==> src/rtl/core/adhi_pkg.sv <==
// ----------------------------------------------------------------------------
// adhi_pkg
// Shared types and constants for the archive directory hash index unit.
// ----------------------------------------------------------------------------
package adhi_pkg;

    localparam int TABLE_BITS   = 10;
    localparam int TABLE_SIZE   = 1 << TABLE_BITS;
    localparam logic [31:0] TABLE_BASE   = 32'(4 + 4 * TABLE_SIZE);
    localparam logic [31:0] HEADER_BYTES = 32'd12;
    localparam logic [31:0] ENTRY_FIXED  = 32'd12;
    localparam logic [15:0] NAME_MAX_LEN = 16'hFFFF;

    // bucket store entry: valid flag on top of the offset word
    localparam int RAM_WIDTH = 33;

    typedef enum logic [2:0] {
        OP_CLEAR  = 3'd0,
        OP_NAME   = 3'd1,
        OP_FINISH = 3'd2,
        OP_CLOSE  = 3'd3,
        OP_READ   = 3'd4
    } op_t;

    typedef enum logic [1:0] {
        ST_ACCEPTED = 2'd0,
        ST_REJECTED = 2'd1,
        ST_CLOSE    = 2'd2,
        ST_BUCKET   = 2'd3
    } status_t;

    typedef struct packed {
        logic [2:0]  op;
        logic [7:0]  name_byte;
        logic [30:0] data_length;
        logic [9:0]  bucket_index;
    } in_item_t;

    typedef struct packed {
        logic [1:0]  status;
        logic [9:0]  bucket;
        logic        bucket_filled;
        logic [31:0] table_word;
        logic [31:0] data_offset;
        logic [31:0] total_size;
    } out_item_t;

    // controller -> datapath
    typedef struct packed {
        logic accept;    // input transaction this cycle
        logic clr_en;    // clearing pass writes one bucket
        logic resolve;   // finish the held item and load the output register
    } cmd_t;

    // datapath -> controller
    typedef struct packed {
        logic out_free;  // output register can take a result this cycle
        logic clr_last;  // clearing pass is at its last bucket
    } sts_t;

endpackage

==> src/rtl/core/adhi_ctrl.sv <==
// ----------------------------------------------------------------------------
// adhi_ctrl
// Sequencer: clearing pass, item accept, bucket lookup and result hand-off.
// ----------------------------------------------------------------------------
module adhi_ctrl
    import adhi_pkg::*;
(
    input  logic       aclk,
    input  logic       aresetn,
    input  logic       s_valid,
    input  logic [2:0] s_op,
    output logic       s_ready,
    input  sts_t       sts,
    output cmd_t       cmd
);

    typedef enum logic [1:0] {
        S_CLEAR,
        S_IDLE,
        S_LOOKUP,
        S_RESOLVE
    } state_t;

    state_t state_reg, state_next;
    logic   s_ready_reg;

    assign s_ready = s_ready_reg;

    always_comb begin
        cmd.accept  = s_valid && s_ready_reg;
        cmd.clr_en  = (state_reg == S_CLEAR);
        cmd.resolve = (state_reg == S_RESOLVE) && sts.out_free;
    end

    always_comb begin
        state_next = state_reg;
        case (state_reg)
            S_CLEAR: begin
                if (sts.clr_last) begin
                    state_next = S_IDLE;
                end
            end
            S_IDLE: begin
                if (cmd.accept) begin
                    case (s_op)
                        OP_CLEAR:  state_next = S_CLEAR;
                        OP_FINISH: state_next = S_LOOKUP;
                        OP_READ:   state_next = S_LOOKUP;
                        OP_CLOSE:  state_next = S_RESOLVE;
                        default:   state_next = S_IDLE;
                    endcase
                end
            end
            S_LOOKUP: begin
                state_next = S_RESOLVE;
            end
            S_RESOLVE: begin
                if (sts.out_free) begin
                    state_next = S_IDLE;
                end
            end
            default: begin
                state_next = S_CLEAR;
            end
        endcase
    end

    always_ff @(posedge aclk) begin
        if (!aresetn) begin
            state_reg   <= S_CLEAR;
            s_ready_reg <= 1'b0;
        end else begin
            state_reg   <= state_next;
            s_ready_reg <= (state_next == S_IDLE);
        end
    end

    a_ready_only_idle: assert property (@(posedge aclk) disable iff (!aresetn)
        s_ready_reg |-> (state_reg == S_IDLE))
        else $error("s_ready high outside idle");

    a_lookup_then_resolve: assert property (@(posedge aclk) disable iff (!aresetn)
        (state_reg == S_LOOKUP) |=> (state_reg == S_RESOLVE))
        else $error("lookup not followed by resolve");

endmodule

==> config.mk <==
export PLATFORM = sky130hd
export DESIGN_NAME = adhi_ctrl
export DESIGN_NICKNAME = d
export VERILOG_FILES = /design/src/rtl/core/adhi_pkg.sv /design/src/rtl/core/adhi_ctrl.sv
export SDC_FILE = /design/constraint.sdc
export NUM_CORES = 1
export LEC_CHECK = 0
export BUFFER_PORTS_ARGS = -buffer_cell sky130_fd_sc_hd__buf_4
export CORE_AREA = 2 2 39 41
export DETAILED_ROUTE_END_ITERATION = 10
export DIE_AREA = 0 0 41 43
export SKIP_CTS_REPAIR_TIMING = 1
export SYNTH_ARGS = -nofsm -noshare
export SYNTH_HDL_FRONTEND = slang
export SYNTH_SLANG_ARGS = --single-unit
==> constraint.sdc <==
create_clock -name aclk -period 2.65 [get_ports aclk]
set_input_delay 0.265 -clock aclk [delete_from_list [all_inputs] [get_ports aclk]]
set_output_delay 0.265 -clock aclk [all_outputs]
set_load 0.005 [all_outputs]
; ---- Yosys cells after proc, flatten, opt, wreduce, memory -nomap -nowiden
; Index checks and enable logic that the tools add are counted.
; Widths: inputs -> output; s select.
[classes]
eq_ne = 7
muxes = 5
n_reduce_logical = 5
[op_table]
columns = cell, count
row1 = $pmux 2 s4, 1
row2 = $eq 3x2->1 const B, 2
row3 = $mux 2, 3
row4 = $pmux 2 s3, 1
row5 = $eq 2x1->1 const B, 2
row6 = $eq 2x2->1 const B, 2
row7 = $eq 3x3->1 const B, 1
row8 = $logic_not 3->1, 1
row9 = $logic_and 1x1->1, 2
row10 = $logic_not 2->1, 1
row11 = $reduce_or 2->1, 1
[totals]
regBits = 3
input_bits = 8
out_inout_bits = 4
elab_cells = 19

; ---- Logic depth before layout (Yosys ltp)
; Gate-level depths: netlist of the first run.
[depth]
ltp_word = 6
mapped_depth = 3
ltp_nobuf = 3

; ---- Worst setup path before layout of the first run
; Ideal clock, no wire load.
[synth_path]
kind = reg-to-reg
startpoint = register s_ready_reg (netlist: s_ready)
endpoint = register s_ready_reg (netlist: s_ready)
setup_ps = 115
arrival_time_ps = 769
required_time_ps = 2535
slack_ps = 1767
stages_incl_launch_ff = 4
n_path_buf = 0
period_less_slack_ps = 883
path_cell_list = dfxtp_1 -> and2_4 -> nand4b_2 -> o21a_1
[synth_lines]
columns = item, line_no
row1 = start: declaration, adhi_ctrl.sv:25  ; logic s_ready_reg;
row2 = start signal: assignment, adhi_ctrl.sv:74  ; s_ready_reg <= (state_next == S_IDLE);

==> results.txt, run 1 <==
Outcome: finished clean
First-pass GRT wire length: 676 um
Worst setup EP type: output port
Share of power burned in registers: 0.328
Area growth, synth to finish: 77.4%
Seq/Total Area, Yosys: 0.361
CP Max Fanout: 5
CP Class: register to output port
Slew Limit Fails: 0
Crit-path slowest cell: dfxtp_1
CTS buffer count: 3
Worst-skew pair later-pin latency: 0.23 ns
DRC: 0
CP Buf/Inv Count: 1
R2R Setup Slk: 1.75 ns
Ys async rst share: 0
Nets: 42
Site Rows: 14
I/O Buffers: 11
Die area: 1760 um^2
TNS Setup: 0 ns
Antenna Nets Post-Route: 0
Die Ht: 43 um
Synth top area share: 0.361
Int Pwr: 0.000121 W
Routed vias/inst: 3.84
Gpl congestion: 0.558
Yosys warns: 0
Initial Util: 0.120
Worst Path Required: 2.38 ns
WP data arrival: 0.91 ns
GRT Util Overall: 0.0652
Critical Path Start: state_reg[0]$_SDFF_PN0_
Largest net degree at the start of global routing: 6
Final worst-path cycle share: 0.445
Worst-Margin Slew: 0.202 ns
Sw Pwr: 0.0000337 W
Final Hold Viols: 0
Worst Clk Skew: 0.00140 ns
Final Critical Period: 1.18 ns
Via count: 188
Most area-consuming cells after synthesis: dfxtp_1, nand4b_2, o31ai_2
FILL cells: 150
Inserted Diodes: 0
Vias in the first global route: 199
Most frequent cell after synthesis: dfxtp_1
Max FFs per register: 2
Worst path cell trace: and3_1, buf_4
CP top delay family: flip-flops
Synthesized area per cell: 9.25 um^2
Clock power frac: 0.510
RSZ-0062 raised after global routing: no
Hold Crit Endpoint: state_reg[0]$_SDFF_PN0_
Post-synth EDFFs: 0
Count of cell types in the netlist: 14
Layout cell share with drive strength beyond 1: 0.515
Min-Delay Path Class: primary input to register
Grt ovf: 0
CP Launch Type: register
Die W: 41 um
Hold Startpoint: s_op[0]
Syn Inst Count: 18
Yosys reg bits: 3
Clock Path Buffers: 2
Mapped Nets: 26
Leak Pwr: 0.141 nW
Post-Syn Area: 166 um^2
Power per standard cell area: 525 nW/um^2
Crit-path max cell delay: 0.40 ns
Initial antenna violation count: 0
Clock transition at the registers of the reported paths: 0.04 ns
Total Power: 0.000155 W
Final setup viols: 0
Max_cap viols: 0
DR iter-0 viols: 1
Combinational share of power: 0.161
Routed WL: 420 um
Sw Ratio: 0.217
Top_reg_cell synth: dfxtp_1
CTS H-tree depth: 1
Synth cell count leaders: dfxtp_1, nand2_1, nor2_1
RR Startpoint: s_ready$_SDFF_PN0_
Largest area contributor in the netlist: dfxtp_1
CTS tree: yes
Root Buffer: clkbuf_4
Number of I/O pins: 12
Fmax achieved: 0.848 GHz
TritonCTS Sinks: 3
Hold Slack: 0.285 ns
Drt pass-1 iters: 2
Post-DP Area: 269 um^2
Wire per inst: 8.57 um
Hold depth: 2
Final Cell Area: 295 um^2
End-of-flow core utilization: 0.213
Critical R2R Capture: s_ready$_SDFF_PN0_
Core Region: 1380 um^2
Slew headroom: 0.864
R2R cell count: 3
Maximum VDD drop: 0.000140 V
[power by group through the flow]
| stage | registers, W | logic (W) | clock network (W) |
|---|---|---|---|
| floorplan | 0.0000514 | 0.00000937 | 0 |
| global placement | 0.0000516 | 0.0000253 | 0 |
| detailed placement | 0.0000517 | 0.0000254 | 0 |
| CTS | 0.0000509 | 0.0000256 | 0.0000844 |
| global route | 0.0000514 | 0.0000276 | 0.0000908 |
| finish | 0.0000509 | 0.0000250 | 0.0000790 |
[how the worst max path moves through the flow]
stage | endpoint | depth (start not counted) | slack (ns)
after floorplan | s_ready$_SDFF_PN0_ | 3 | 1.77
after global placement | cmd[0] | 3 | 1.72
after detailed placement | cmd[0] | 2 | 1.72
after CTS | cmd[0] | 2 | 1.46
after global routing | cmd[0] | 2 | 1.38
final | cmd[0] | 2 | 1.47
[per-layer routing]
layer  vias to the layer above  global-route usage  part of all wire
li1                         95                   -                 -
met1                        88              0.0513              0.33
met2                         5              0.0875              0.58
met3                         0              0.0471             0.083
met4                         0              0.0800                 0
met5                         -                   0                 0
[cells in the final DEF (no fill, tap or decap), drive strengths merged]
cell type	netlist	final
and3	1	1
o21ai	2	2
nor2	2	2
o21a	1	1
nand4b	1	1
and2b	1	1
a21boi	1	1
dfxtp	3	3
clkbuf	0	4
o31ai	1	1
nand2	2	2
buf	0	11
and2	1	1
o21ba	1	1
nor2b	1	1
[cell type report]
cell class,instances,area [um^2],share of cell area
Sequential cell,3,60.1,0.203
Multi-Input combinational cell,15,106,0.360
Clock buffer,4,26.3,0.0890
Timing Repair Buffer,11,82.6,0.280
Tap cell,16,20.0,0.0678
[metrics by stage]
stage	cells	worst slack [ns]
floorplan	18	1.77
global placement	45	1.72
detailed placement	45	1.72
CTS	49	1.46
global route	49	1.38
finish	49	1.47
[worst register-to-register path, cell delays in order, from the launching register on]
cell	delay, ns
dfxtp_1	0.32
and2_4	0.15
nand4b_2	0.12
o21a_1	0.20
[cell families after synthesis]
logic type         share of synthesized area
AOI/OAI and AO/OA                      0.286
DFF                                    0.361
and+or+nand+nor                        0.353
Power figures use the tool's default switching activity.
==> run 2: changes to the inputs <==
clock period = 1 ns   (was 2.65 ns; I/O delays follow)
==> run 2 against run 1 <==
  * Register-to-register slack worse by 1.7 ns
  * Count of clock-buffer cells in the layout stayed put
  * Worst hold slack worse by 0.18 ns
  * Worst setup slack worse by 1.4 ns
  * Final cell count is 2.0% higher
  * Combinational power grew to 2.9 times the previous value
  * Clock power grew to 2.7 times the previous value
  * First-iteration DRC count stayed put
  * Critical path depth stayed put
  * Largest power group unchanged
==> results.txt, run 2 (synthesized netlist as in run 1, its figures left out) <==
CP top delay family: flip-flops (unchanged)
Worst Clk Skew: 0.00220 ns (was 0.00140 ns)
Slew Limit Fails: 0 (unchanged)
Maximum VDD drop: 0.000591 V (was 0.000140 V)
Wire per inst: 9.50 um (was 8.57 um)
Combinational share of power: 0.172 (was 0.161)
Sw Ratio: 0.231 (was 0.217)
Final Critical Period: 0.961 ns
DR iter-0 viols: 1 (unchanged)
Via count: 196 (was 188)
Clock transition at the registers of the reported paths: 0.04 ns (about the same)
Antenna Nets Post-Route: 0 (unchanged)
Die W: 41 um (unchanged)
Commonest non-fill, non-tap cell in the layout: buf_4 (unchanged)
Hold Startpoint: aresetn (was s_op[0])
Grt ovf: 0 (unchanged)
Routed vias/inst: 3.92 (was 3.84)
Inserted Diodes: 0 (unchanged)
RSZ-0062 raised after global routing: no (unchanged)
Layout cell share with drive strength beyond 1: 0.618 (was 0.515)
Outcome: finished clean (unchanged)
Fmax achieved: 1.04 GHz
Worst setup EP type: output port (unchanged)
First-pass GRT wire length: 779 um (was 676 um)
Int Pwr: 0.000323 W (was 0.000121 W)
I/O Buffers: 11 (unchanged)
Sw Pwr: 0.0000969 W (was 0.0000337 W)
Drt pass-1 iters: 2 (unchanged)
Power per standard cell area: 1330 nW/um^2 (was 525 nW/um^2)
Max FFs per register: 2 (unchanged)
Die area: 1760 um^2 (unchanged)
WP data arrival: 0.86 ns (was 0.91 ns)
DRC: 0 (unchanged)
Gpl congestion: 0.597 (was 0.558)
R2R cell count: 3 (unchanged)
Worst-skew pair later-pin latency: 0.24 ns (was 0.23 ns)
RR Startpoint: s_ready$_SDFF_PN0_ (unchanged)
CP Buf/Inv Count: 1 (unchanged)
Initial antenna violation count: 0 (unchanged)
CTS tree: yes (unchanged)
CP Class: register to output port (unchanged)
Final worst-path cycle share: 0.961
Routed WL: 475 um (was 420 um)
TNS Setup: 0 ns (unchanged)
Root Buffer: clkbuf_4 (unchanged)
Crit-path slowest cell: dfxtp_4 (was dfxtp_1)
Crit-path max cell delay: 0.35 ns (was 0.40 ns)
Largest net degree at the start of global routing: 6 (unchanged)
Hold Crit Endpoint: state_reg[1]$_SDFF_PN0_ (was state_reg[0]$_SDFF_PN0_)
Worst Path Required: 0.90 ns (was 2.38 ns)
CP Max Fanout: 5 (unchanged)
CTS H-tree depth: 1 (unchanged)
Core Region: 1380 um^2 (unchanged)
Final Hold Viols: 0 (unchanged)
Area growth, synth to finish: 89.5% (was 77.4%)
Critical R2R Capture: s_ready$_SDFF_PN0_ (unchanged)
R2R Setup Slk: 0.10 ns (was 1.75 ns)
End-of-flow core utilization: 0.228 (was 0.213)
Worst-Margin Slew: 0.210 ns (was 0.202 ns)
Worst path cell trace: and3_4, buf_4 (was and3_1, buf_4)
Max_cap viols: 0 (unchanged)
Share of power burned in registers: 0.316 (was 0.328)
Leak Pwr: 0.146 nW (was 0.141 nW)
GRT Util Overall: 0.0742 (was 0.0652)
Hold Slack: 0.109 ns (was 0.285 ns)
Final setup viols: 0 (unchanged)
Min-Delay Path Class: primary input to register (unchanged)
Total Power: 0.000420 W (was 0.000155 W)
TritonCTS Sinks: 3 (unchanged)
CP Launch Type: register (unchanged)
Site Rows: 14 (unchanged)
Most frequent cells in the layout: buf_4, clkbuf_4, nor2_1, nand2_1, dfxtp_4 (was buf_4, clkbuf_4, dfxtp_1)
Hold depth: 3 (was 2)
Vias in the first global route: 189 (was 199)
Clock Path Buffers: 2 (unchanged)
Initial Util: 0.120 (unchanged)
Die Ht: 43 um (unchanged)
CTS buffer count: 3 (unchanged)
Nets: 43 (was 42)
Clock power frac: 0.513 (was 0.510)
Number of I/O pins: 12 (unchanged)
Slew headroom: 0.859 (was 0.864)
## run 2: cell count changes in the layout (fill, tap and decap cells not counted)
cell	previous run	this run
dfxtp_1	3	1
dfxtp_4	0	2
and3_1	1	0
and3_4	0	1
buf_4	11	12
## run 2: worst min-delay path: stages
cell and delay (ns):
buf_4 0.09, nand2_1 0.04, o21ai_1 0.07
## run 2: per-stage QoR
stage | instances | area, um^2 | setup slack (ns)
6_report | 50 | 315 | 0.0389
5_1_grt | 50 | 315 | 0.000643
4_1_cts | 49 | 295 | -0.0273
3_5_place_dp | 45 | 269 | 0.0936
3_3_place_gp | 45 | 269 | 0.111
2_1_floorplan | 18 | 166 | 0.117
## run 2: power groups by stage
stage                     Clock, W  Sequential [W]  Combinational (W)
after global routing      0.000252        0.000134          0.0000801
final                     0.000215        0.000133          0.0000721
after floorplan                  0        0.000136          0.0000248
after detailed placement         0        0.000137          0.0000677
after global placement           0        0.000138          0.0000668
after CTS                 0.000227        0.000135          0.0000686
## run 2: worst max path at each step
| stage | startpoint | slack [ns] | endpoint | cells after the start |
|---|---|---|---|---|
| 2_1_floorplan | s_ready$_SDFF_PN0_ | 0.12 | s_ready$_SDFF_PN0_ | 3 |
| 3_3_place_gp | s_ready$_SDFF_PN0_ | 0.11 | s_ready$_SDFF_PN0_ | 3 |
| 3_5_place_dp | s_ready$_SDFF_PN0_ | 0.09 | s_ready$_SDFF_PN0_ | 3 |
| 4_1_cts | state_reg[0]$_SDFF_PN0_ | -0.03 | cmd[0] | 2 |
| 5_1_grt | state_reg[0]$_SDFF_PN0_ | 0.0006 | cmd[0] | 2 |
| 6_report | state_reg[0]$_SDFF_PN0_ | 0.04 | cmd[0] | 2 |
## run 2: area by class of cell
class                           count  area [um^2]
Clock buffer                        4         26.3
Fill cell                         162         1070
Multi-Input combinational cell     15          111
Sequential cell                     3         67.6
Tap cell                           16         20.0
Timing Repair Buffer               12         90.1
## run 2: metal layers
layer / GRT usage / up-vias / part of all wire
met2: 0.100 / 8 / 0.51
met1: 0.0673 / 88 / 0.33
met4: 0.0200 / 0 / 0.021
met5: 0 / - / 0
li1: - / 98 / -
met3: 0.0942 / 2 / 0.14
==> run 3: changes to the inputs <==
clock period = 0.9 ns   (was 1 ns; I/O delays follow)
==> run 3 against run 2 <==
  * The flow now finishes with violations (negative setup slack)
  * Sequential power rose by 14%
  * Power is 11% higher
  * Non-clock buffer count unchanged
  * Critical path depth unchanged
  * Worst hold slack got worse by 0.0086 ns
  * Routed wire length is 12% lower
  * Critical endpoint unchanged
  * Count of clock-buffer cells in the layout unchanged
  * Critical path type unchanged
  * Largest power group unchanged
  * Sequential share of layout area is 1.0 points lower
  * Global-route usage down 0.90 points
  * Combinational power increased by 16%
  * Die area stayed put
  * Via count is 7.7% lower
==> results.txt, run 3 (synthesized netlist as in run 1, its figures left out) <==
Outcome: complete, but fails checks (was finished clean)
Violated checks: negative setup slack
R2R Setup Slk: 0.01 ns (was 0.10 ns)
CTS H-tree depth: 1 (unchanged)
Crit-path max cell delay: 0.35 ns (about the same)
I/O Buffers: 11 (unchanged)
Area growth, synth to finish: 95.5% (was 89.5%)
Die area: 1760 um^2 (unchanged)
Initial antenna violation count: 0 (unchanged)
Max_cap viols: 0 (unchanged)
Combinational share of power: 0.180 (was 0.172)
Worst Path Required: 0.81 ns (was 0.90 ns)
Slew headroom: 0.870 (was 0.859)
DP Wirelength: 347 um
Commonest non-fill, non-tap cell in the layout: buf_4 (unchanged)
Leak Pwr: 0.148 nW (was 0.146 nW)
Antenna Nets Post-Route: 0 (unchanged)
Largest net degree at the start of global routing: 6 (unchanged)
Worst Clk Skew: 0.00316 ns (was 0.00220 ns)
Slew Limit Fails: 0 (unchanged)
Fmax achieved: 1.05 GHz
Final Critical Period: 0.952 ns
First-pass GRT wire length: 641 um (was 779 um)
Wire per inst: 8.32 um (was 9.50 um)
Die W: 41 um (unchanged)
Share of power burned in registers: 0.325 (was 0.316)
CTS buffer count: 3 (unchanged)
Final Hold Viols: 0 (unchanged)
Int Pwr: 0.000366 W (was 0.000323 W)
Routed vias/inst: 3.62 (was 3.92)
Power per standard cell area: 1430 nW/um^2 (was 1330 nW/um^2)
Sw Pwr: 0.0000995 W (was 0.0000969 W)
Worst path cell trace: and3_4, buf_6 (was and3_4, buf_4)
Maximum VDD drop: 0.000365 V (was 0.000591 V)
Worst-skew pair later-pin latency: 0.23 ns (was 0.24 ns)
WP data arrival: 0.86 ns (about the same)
CTS tree: yes (unchanged)
CP Max Fanout: 5 (unchanged)
Worst setup EP type: output port (unchanged)
CP Launch Type: register (unchanged)
Final worst-path cycle share: 1.06
Root Buffer: clkbuf_4 (unchanged)
Sw Ratio: 0.214 (was 0.231)
Final setup viols: 1 (was 0)
Grt ovf: 0 (unchanged)
Most frequent cells in the layout: buf_4, clkbuf_4, buf_6 (was buf_4, clkbuf_4, nor2_1, nand2_1, dfxtp_4)
Worst-Margin Slew: 0.194 ns (was 0.210 ns)
CP Buf/Inv Count: 1 (unchanged)
Core Region: 1380 um^2 (unchanged)
Vias in the first global route: 172 (was 189)
TritonCTS Sinks: 3 (unchanged)
Gpl congestion: 0.573 (was 0.597)
FF+latch area: 66.3 um^2 (was 67.6 um^2)
Crit-path slowest cell: dfxtp_4 (unchanged)
DRC: 0 (unchanged)
Layout cell share with drive strength beyond 1: 0.647 (was 0.618)
Routed WL: 416 um (was 475 um)
CP Class: register to output port (unchanged)
Clock transition at the registers of the reported paths: 0.04 ns (about the same)
RSZ-0062 raised after global routing: yes (was no)
Final WS setup: -0.0523 ns (was 0.0389 ns)
FILL cells: 167 (was 162)
CP top delay family: flip-flops (unchanged)
Clock Path Buffers: 2 (unchanged)
Inserted Diodes: 0 (unchanged)
DR iter-0 viols: 2 (was 1)
Clock power frac: 0.496 (was 0.513)
Via count: 181 (was 196)
Die Ht: 43 um (unchanged)
Hold Slack: 0.100 ns (was 0.109 ns)
GRT Util Overall: 0.0652 (was 0.0742)
Max FFs per register: 2 (unchanged)
Number of I/O pins: 12 (unchanged)
Initial Util: 0.120 (unchanged)
Area occupied by multi-input gates: 111 um^2 (unchanged)
Nets: 43 (unchanged)
Site Rows: 14 (unchanged)
Drt pass-1 iters: 2 (unchanged)
Min-Delay Path Class: primary input to register (unchanged)
TNS Setup: -0.0523 ns (was 0 ns)
-- run 3: final timing paths --
path | startpoint | end | cells after the start
worst max-delay path | state_reg[0]$_SDFF_PN0_ | cmd[0] | 2
worst min-delay path | s_op[0] | state_reg[0]$_SDFF_PN0_ | 2
worst max register to register | s_ready$_SDFF_PN0_ | s_ready$_SDFF_PN0_ | 3
worst min register to register | state_reg[0]$_SDFF_PN0_ | state_reg[1]$_SDFF_PN0_ | 2
-- run 3: layout make-up --
class | instances | area share
multi-input combinational | 15 | 0.342
timing repair buffer | 12 | 0.312
sequential | 3 | 0.204
clock buffer | 4 | 0.0808
tap | 16 | 0.0615
-- run 3: stage by stage --
stage / worst slack, ns / cell area [um^2] / cells / utilization / total power [W]
4_1_cts: -0.124 / 303 / 50 / 0.219 / 0.000474
6_report: -0.0523 / 325 / 50 / 0.235 / 0.000465
3_3_place_gp: -0.0101 / 277 / 46 / 0.200 / 0.000232
5_1_grt: -0.0936 / 325 / 50 / 0.235 / 0.000514
3_5_place_dp: 0.00302 / 277 / 46 / 0.200 / 0.000232
2_1_floorplan: 0.0168 / 166 / 18 / - / 0.000179
-- run 3: metal layers --
| layer | vias up | global-route usage | wire length (um) |
|---|---|---|---|
| met2 | 5 | 0.0719 | 211 |
| met4 | 0 | 0.0600 | 0 |
| met3 | 0 | 0.0785 | 44 |
| li1 | 97 | - | - |
| met1 | 79 | 0.0577 | 160 |
| met5 | - | 0 | 0 |
-- run 3: power by group through the flow --
| stage | clock [W] | combinational (W) | sequential [W] |
|---|---|---|---|
| 4_1_cts | 0.000244 | 0.0000798 | 0.000150 |
| 5_1_grt | 0.000270 | 0.0000910 | 0.000153 |
| 3_5_place_dp | 0 | 0.0000793 | 0.000152 |
| 2_1_floorplan | 0 | 0.0000276 | 0.000151 |
| 6_report | 0.000231 | 0.0000837 | 0.000151 |
| 3_3_place_gp | 0 | 0.0000795 | 0.000152 |
